### config.mk
export PLATFORM = sky130hd
export DESIGN_NAME = xtea_block_cipher_unit
export DESIGN_NICKNAME = d
export VERILOG_FILES = /design/src/rtl/core/xtea_pkg.sv /design/src/rtl/core/xtea_round.sv /design/src/rtl/core/xtea_block_cipher_unit.sv
export SDC_FILE = /design/constraint.sdc
export NUM_CORES = 1
export LEC_CHECK = 0
export BUFFER_PORTS_ARGS = -buffer_cell sky130_fd_sc_hd__buf_4
export CAP_MARGIN = 20
export CORE_MARGIN = 5
export CORE_UTILIZATION = 60
export DETAILED_ROUTE_END_ITERATION = 8
export GPL_ROUTABILITY_DRIVEN = 0
export PLACE_DENSITY = 0.79
export SKIP_CTS_REPAIR_TIMING = 1
export SLEW_MARGIN = 25
export SYNTH_ARGS = -nofsm -noshare
export SYNTH_HDL_FRONTEND = slang
export SYNTH_SLANG_ARGS = --single-unit
### constraint.sdc
create_clock -name clk -period 14.25 [get_ports clk]
set_input_delay 0.7125 -clock clk [delete_from_list [all_inputs] [get_ports clk]]
set_output_delay 0.7125 -clock clk [all_outputs]
set_load 0.1 [all_outputs]
### src/rtl/core/xtea_pkg.sv
// shared types and constants for the xtea block cipher unit
package xtea_pkg;

  // golden-ratio increment of the round sum
  localparam logic [31:0] DELTA = 32'h9E37_79B9;

  // reset value of the round count register
  localparam logic [7:0] DEFAULT_ROUNDS = 8'd64;

  // configuration register indexes
  typedef enum logic [2:0] {
    REG_KEY0   = 3'd0,
    REG_KEY1   = 3'd1,
    REG_KEY2   = 3'd2,
    REG_KEY3   = 3'd3,
    REG_ROUNDS = 3'd4
  } reg_index_t;

  // input item: mode and the two block halves
  typedef struct packed {
    logic        mode;
    logic [31:0] word_low;
    logic [31:0] word_high;
  } in_item_t;

  // result item: the two block halves
  typedef struct packed {
    logic [31:0] out_low;
    logic [31:0] out_high;
  } out_item_t;

  // control of the shared half-round unit
  typedef struct packed {
    logic decipher;
    logic phase;
  } round_ctl_t;

endpackage

### src/rtl/core/xtea_round.sv
// shared xtea half-round unit: one mix and one add or subtract
module xtea_round (
  input  logic [31:0]          y,
  input  logic [31:0]          z,
  input  logic [31:0]          sum,
  input  logic [3:0][31:0]     key,
  input  xtea_pkg::round_ctl_t ctl,
  output logic [31:0]          result
);

  logic        upd_z;
  logic [31:0] src;
  logic [31:0] tgt;
  logic [1:0]  ksel;
  logic [31:0] feistel;
  logic [31:0] mix;

  // which half is updated, and which feeds the mix
  assign upd_z = ctl.decipher ^ ctl.phase;
  assign src   = upd_z ? y : z;
  assign tgt   = upd_z ? z : y;
  assign ksel  = upd_z ? sum[12:11] : sum[1:0];

  // mix function of the source half
  assign feistel = ((src << 4) ^ (src >> 5)) + src;
  assign mix     = feistel ^ (sum + key[ksel]);

  // forward adds, reverse subtracts
  assign result = ctl.decipher ? (tgt - mix) : (tgt + mix);

endmodule

### src/rtl/core/xtea_block_cipher_unit.sv
// top level of the xtea block cipher unit: config, sequencer, output register
//
//  channel  | ports                          | direction | content
//  ---------+--------------------------------+-----------+---------------------------
//  input    | in_valid, in_stall, in_item    | in        | mode, word_low, word_high
//  result   | out_valid, out_stall, out_item | out       | out_low, out_high
//  config   | cfg_we, cfg_index, cfg_wdata   | in        | key words, round count
//
// one item is taken from accept through the half-round steps into the result register,
// and the next item is accepted only once the sequencer is back in idle:
// the single half-round unit runs one half of an xtea cycle per clock.
// a round count of zero gives the block back unchanged.
// in_stall is high from the accept until the result is placed in the output register.
// the output register holds one result while the next item is accepted and worked on;
// a finished item waits, with the input stalled, while that result is still stalled.
// synchronous active-low reset clears control state and loads the register defaults.
module xtea_block_cipher_unit (
  input  logic                 clk,
  input  logic                 rst_n,
  input  logic                 in_valid,
  output logic                 in_stall,
  input  xtea_pkg::in_item_t   in_item,
  output logic                 out_valid,
  input  logic                 out_stall,
  output xtea_pkg::out_item_t  out_item,
  input  logic                 cfg_we,
  input  logic [2:0]           cfg_index,
  input  logic [31:0]          cfg_wdata
);

  typedef enum logic [1:0] {
    ST_IDLE = 2'b01,
    ST_RUN  = 2'b10
  } state_t;

  state_t                state_r, state_nxt;
  logic [3:0][31:0]      key_r;
  logic [7:0]            rounds_r;
  logic [31:0]           y_r, z_r, sum_r;
  logic [7:0]            rem_r;
  logic                  phase_r;
  logic                  decipher_r;
  logic                  out_valid_r;
  xtea_pkg::out_item_t   out_item_r;

  logic                  accept;
  logic                  out_free;
  logic                  finish;
  logic                  step;
  logic [31:0]           sum_start;
  logic [31:0]           round_res;
  xtea_pkg::round_ctl_t  ctl;

  // configuration registers
  always_ff @(posedge clk) begin
    if (!rst_n) begin
      key_r    <= '0;
      rounds_r <= xtea_pkg::DEFAULT_ROUNDS;
    end else if (cfg_we) begin
      unique case (cfg_index)
        xtea_pkg::REG_KEY0:   key_r[0] <= cfg_wdata;
        xtea_pkg::REG_KEY1:   key_r[1] <= cfg_wdata;
        xtea_pkg::REG_KEY2:   key_r[2] <= cfg_wdata;
        xtea_pkg::REG_KEY3:   key_r[3] <= cfg_wdata;
        xtea_pkg::REG_ROUNDS: rounds_r <= cfg_wdata[7:0];
        default: ;
      endcase
    end
  end

  // handshake and sequencing conditions
  assign accept    = in_valid && !in_stall;
  assign out_free  = !out_valid_r || !out_stall;
  assign finish    = (state_r == ST_RUN) && (rem_r == '0) && out_free;
  assign step      = (state_r == ST_RUN) && (rem_r != '0);
  assign in_stall  = (state_r != ST_IDLE);

  // reverse direction starts from delta times the cycle count
  assign sum_start = xtea_pkg::DELTA * {24'd0, rounds_r};

  // shared half-round unit
  assign ctl.decipher = decipher_r;
  assign ctl.phase    = phase_r;

  xtea_round u_round (
    .y      (y_r),
    .z      (z_r),
    .sum    (sum_r),
    .key    (key_r),
    .ctl    (ctl),
    .result (round_res)
  );

  // sequencer
  always_comb begin
    state_nxt = state_r;
    unique case (state_r)
      ST_IDLE: if (accept) state_nxt = ST_RUN;
      ST_RUN:  if (finish) state_nxt = ST_IDLE;
      default: state_nxt = ST_IDLE;
    endcase
  end

  always_ff @(posedge clk) begin
    if (!rst_n) begin
      state_r <= ST_IDLE;
    end else begin
      state_r <= state_nxt;
    end
  end

  // working block, sum and remaining cycle count
  always_ff @(posedge clk) begin
    if (!rst_n) begin
      rem_r      <= '0;
      phase_r    <= 1'b0;
      decipher_r <= 1'b0;
    end else if (accept) begin
      rem_r      <= rounds_r;
      phase_r    <= 1'b0;
      decipher_r <= in_item.mode;
    end else if (step) begin
      phase_r <= !phase_r;
      if (phase_r) begin
        rem_r <= rem_r - 8'd1;
      end
    end
  end

  always_ff @(posedge clk) begin
    if (accept) begin
      y_r   <= in_item.word_low;
      z_r   <= in_item.word_high;
      sum_r <= in_item.mode ? sum_start : 32'd0;
    end else if (step) begin
      if (decipher_r ^ phase_r) begin
        z_r <= round_res;
      end else begin
        y_r <= round_res;
      end
      // sum moves between the two halves of a cycle
      if (!phase_r) begin
        sum_r <= decipher_r ? (sum_r - xtea_pkg::DELTA) : (sum_r + xtea_pkg::DELTA);
      end
    end
  end

  // output register
  always_ff @(posedge clk) begin
    if (!rst_n) begin
      out_valid_r <= 1'b0;
    end else if (finish) begin
      out_valid_r <= 1'b1;
    end else if (!out_stall) begin
      out_valid_r <= 1'b0;
    end
  end

  always_ff @(posedge clk) begin
    if (finish) begin
      out_item_r.out_low  <= y_r;
      out_item_r.out_high <= z_r;
    end
  end

  assign out_valid = out_valid_r;
  assign out_item  = out_item_r;

endmodule

==> impl_metrics.py <==
metrics = {
    "timing": {
        "finalCritPeriodShare_pct": 58.5,
        "rsz0062_at_grt": "false",
        "final_hold_violation_count": 0,
        "drv_slew": 0,
        "slew_headroom_pct": 24.5,
        "count_of_endpoints_failing_setup_in_the_final_report": 0,
        "fin_ws_ns": 5.92,
        "fmax_mhz": 120,
        "tightest_slew_ns": 1.12,
        "fin_setup_tns_ns": 0,
        "finalClockSkew_ns": 0.0220,
        "minimum_clock_period_after_layout_ns": 8.33,
    },
    "clock_network": {
        "htree_num_levels": 2,
        "clk_pin_slew_ns": 0.07,
        "numClockSinks": 309,
        "clockRootBuffer": "clkbuf_16",
        "worstSkewPairLatency_ns": 0.56,
        "cts_tree": "done",
        "cts.path.max_buffers": 3,
        "tritoncts.num_buffers": 34,
    },
    "global_route": {
        "grt_pass1_wl_um": 101000,
        "via_count_of_the_first_global_routing_pass": 19400,
        "grt_max_degree": 149,
        "global_route.usage.total_pct": 28.2,
        "grt_overflow": 0,
        "antenna_found_initial": 0,
    },
    "yosys": {
        "synth_seq_area_share_pct": 32.9,
        "ys_seq_elements": 309,
        "syn-instance-count": 2511,
        "synth_area_leader_cell": "edfxtp_1",
        "synthesis.area_per_instance_um2": 9.42,
        "dominantRegCellSynth": "edfxtp_1",
        "synth_nets": 2875,
        "synthArstFlopShare_pct": 0,
        "synth-warning-count": 0,
        "synth.lib_cells_used.distinct": 87,
        "synth.cell_area_mm2": 0.0237,
        "number_of_enable_type_register_cells_in_the_synthesized_netlist": 160,
        "yosys-top-cells-area": "edfxtp_1 20%, dfxtp_1 13%, ha_1 10%, nand2_1 6.5%, fa_1 5.6%",
        "synth_top_area_share_pct": 20.3,
    },
    "route": {
        "drt_first_pass_iters": 5,
        "dr.first_iter.drc_count": 1586,
        "avgRoutedWirePerCell_um": 19.8,
        "ant_nets": 0,
        "viasPerCell": 6.17,
        "wirelength_um": 63000,
        "route.vias.total": 19600,
        "post-route-drc-count": 0,
    },
    "critical_path": {
        "critical_path.top_delay_family": "compound AO/OA/AOI/OAI gates",
        "cp_class": "reg -> reg",
        "crit_path_max_fanout": 32,
        "regToRegStartpoint": "phase_r",
        "critical_path_buf_inv_count": 1,
        "critical_path.slowest_cell": "mux4_2",
        "slowest_delay_ns": 0.59,
        "timing.reg2reg.worst_path_depth": 28,
        "crit_path_end_kind": "register",
        "worst_ep_required_time_ns": 14.66,
        "critical_path.startpoint_type": "register",
        "arrival_ns": 8.75,
        "timing.rr.end": "z_r[31]",
        "worst-r2r-setup-slack_ns": 5.92,
    },
    "die": {
        "floorplan.die_area_mm2": 0.0435,
        "dieHeight_um": 209,
        "core_region_area_mm2": 0.0388,
        "fp.dieW_um": 209,
        "rows": 72,
        "pin_count": 171,
        "initial_core_util_pct": 60.9,
    },
    "final_layout": {
        "final_common_cell": "nand2_1",
        "synthToLayoutAreaGrowth_pct": 12.4,
        "layout_common_cells": "410 x nand2_1, 193 x ha_1, 185 x buf_4",
        "n_fill_cell": 3004,
        "drive_gt1_share_pct": 13.7,
        "finish.net_count": 3001,
        "number_of_diodes": 0,
        "layoutNonFillerInstCount": 3178,
    },
    "run_status": {
        "outcome": "finished clean",
    },
    "min_path": {
        "worst_hold_path_type": "in -> reg",
        "holdCritStartpoint": "in_item[59]",
        "whs_endpoint": "y_r[27]",
        "hold_path_depth": 3,
    },
    "placement": {
        "post-dp-hpwl_um": 47300,
        "placement.io_buffers": 170,
        "dpl_worst_slack_ns": 5.99,
        "numPlacedInstances": 3118,
    },
    "job": {
        "max_cap_violations": 0,
    },
}
==> sequential cells by signal, indices dropped and copies added, names as in the netlist <==
| signal | count |
|---|---|
| y_r | 32 |
| phase_r | 1 |
| key_r | 128 |
| z_r | 32 |
| sum_r | 32 |
| rem_r | 8 |
| rounds_r | 8 |
| decipher_r | 1 |
| out_item | 64 |
| out_valid | 1 |
| state_r | 2 |
==> metal layers <==
metal	GRT usage, %	up-vias	part of all wire, %
met5	0	-	0
met4	9.79	0	3.6
met3	5.49	139	8.4
met2	46.3	879	47
met1	37.6	9352	41
li1	-	9224	-
==> cell usage after synthesis, types with 46 or more instances <==
cell type,n
ha_1,193
fa_1,66
o21ai_0,91
dfxtp_1,149
xnor2_1,134
mux2_2,46
a21oi_1,143
clkbuf_1,83
edfxtp_1,160
nor2_1,92
xor2_1,64
a21boi_0,150
inv_1,151
a21o_1,82
nand2_1,410
==> worst register-to-register path, delay by kind of cell, from the launching register on <==
family	cells	cell delay [ns]
multiplexers	2	0.89
AO/OA/AOI/OAI	13	3.10
XOR/XNOR	2	0.59
buffers and inverters	1	0.56
AND/OR/NAND/NOR	7	1.62
flip-flops	1	0.38
adder cells (fa/ha/maj)	3	1.07
==> metrics by stage <==
step / hold WS, ns / util [%] / area [um^2]
finish: 0.421 / 68.5 / 26600
floorplan: 0.440 / - / 23700
detailed placement: 0.459 / 65.4 / 25400
CTS: 0.402 / 68.4 / 26600
global placement: 0.450 / 65.3 / 25400
global route: 0.411 / 68.5 / 26600
==> worst max path at each step <==
stage	startpoint	endpoint	slack (ns)	cells after the start
after floorplan	decipher_r	y_r[31]	6.26	29
after global placement	phase_r	z_r[31]	6.15	28
after detailed placement	phase_r	z_r[31]	5.99	27
after CTS	phase_r	z_r[31]	5.95	27
after global routing	phase_r	y_r[31]	5.33	27
final	phase_r	z_r[31]	5.92	28
==> area by class of cell <==
class	instances	area, um^2	share of cell area (%)
multi-input combinational	1953	15000	56.3
sequential	309	7790	29.3
timing repair buffer	188	1460	5.47
clock buffer	44	940	3.53
tap	518	648	2.44
inverter	151	567	2.13
clock inverter	15	225	0.847
==> cell families after synthesis <==
logic type | count (synthesis) | share of synthesized area, %
simple gates | 719 | 13.7
compound gates | 671 | 19.3
flops | 309 | 32.9
fa+ha+maj | 259 | 15.8
buf+inv | 249 | 4.24
xor+xnor | 204 | 7.90
mux | 100 | 6.17
Power is left out: the tool's default activity adds up to more than one toggle a clock period on the data nets, which glitch-free logic cannot reach.
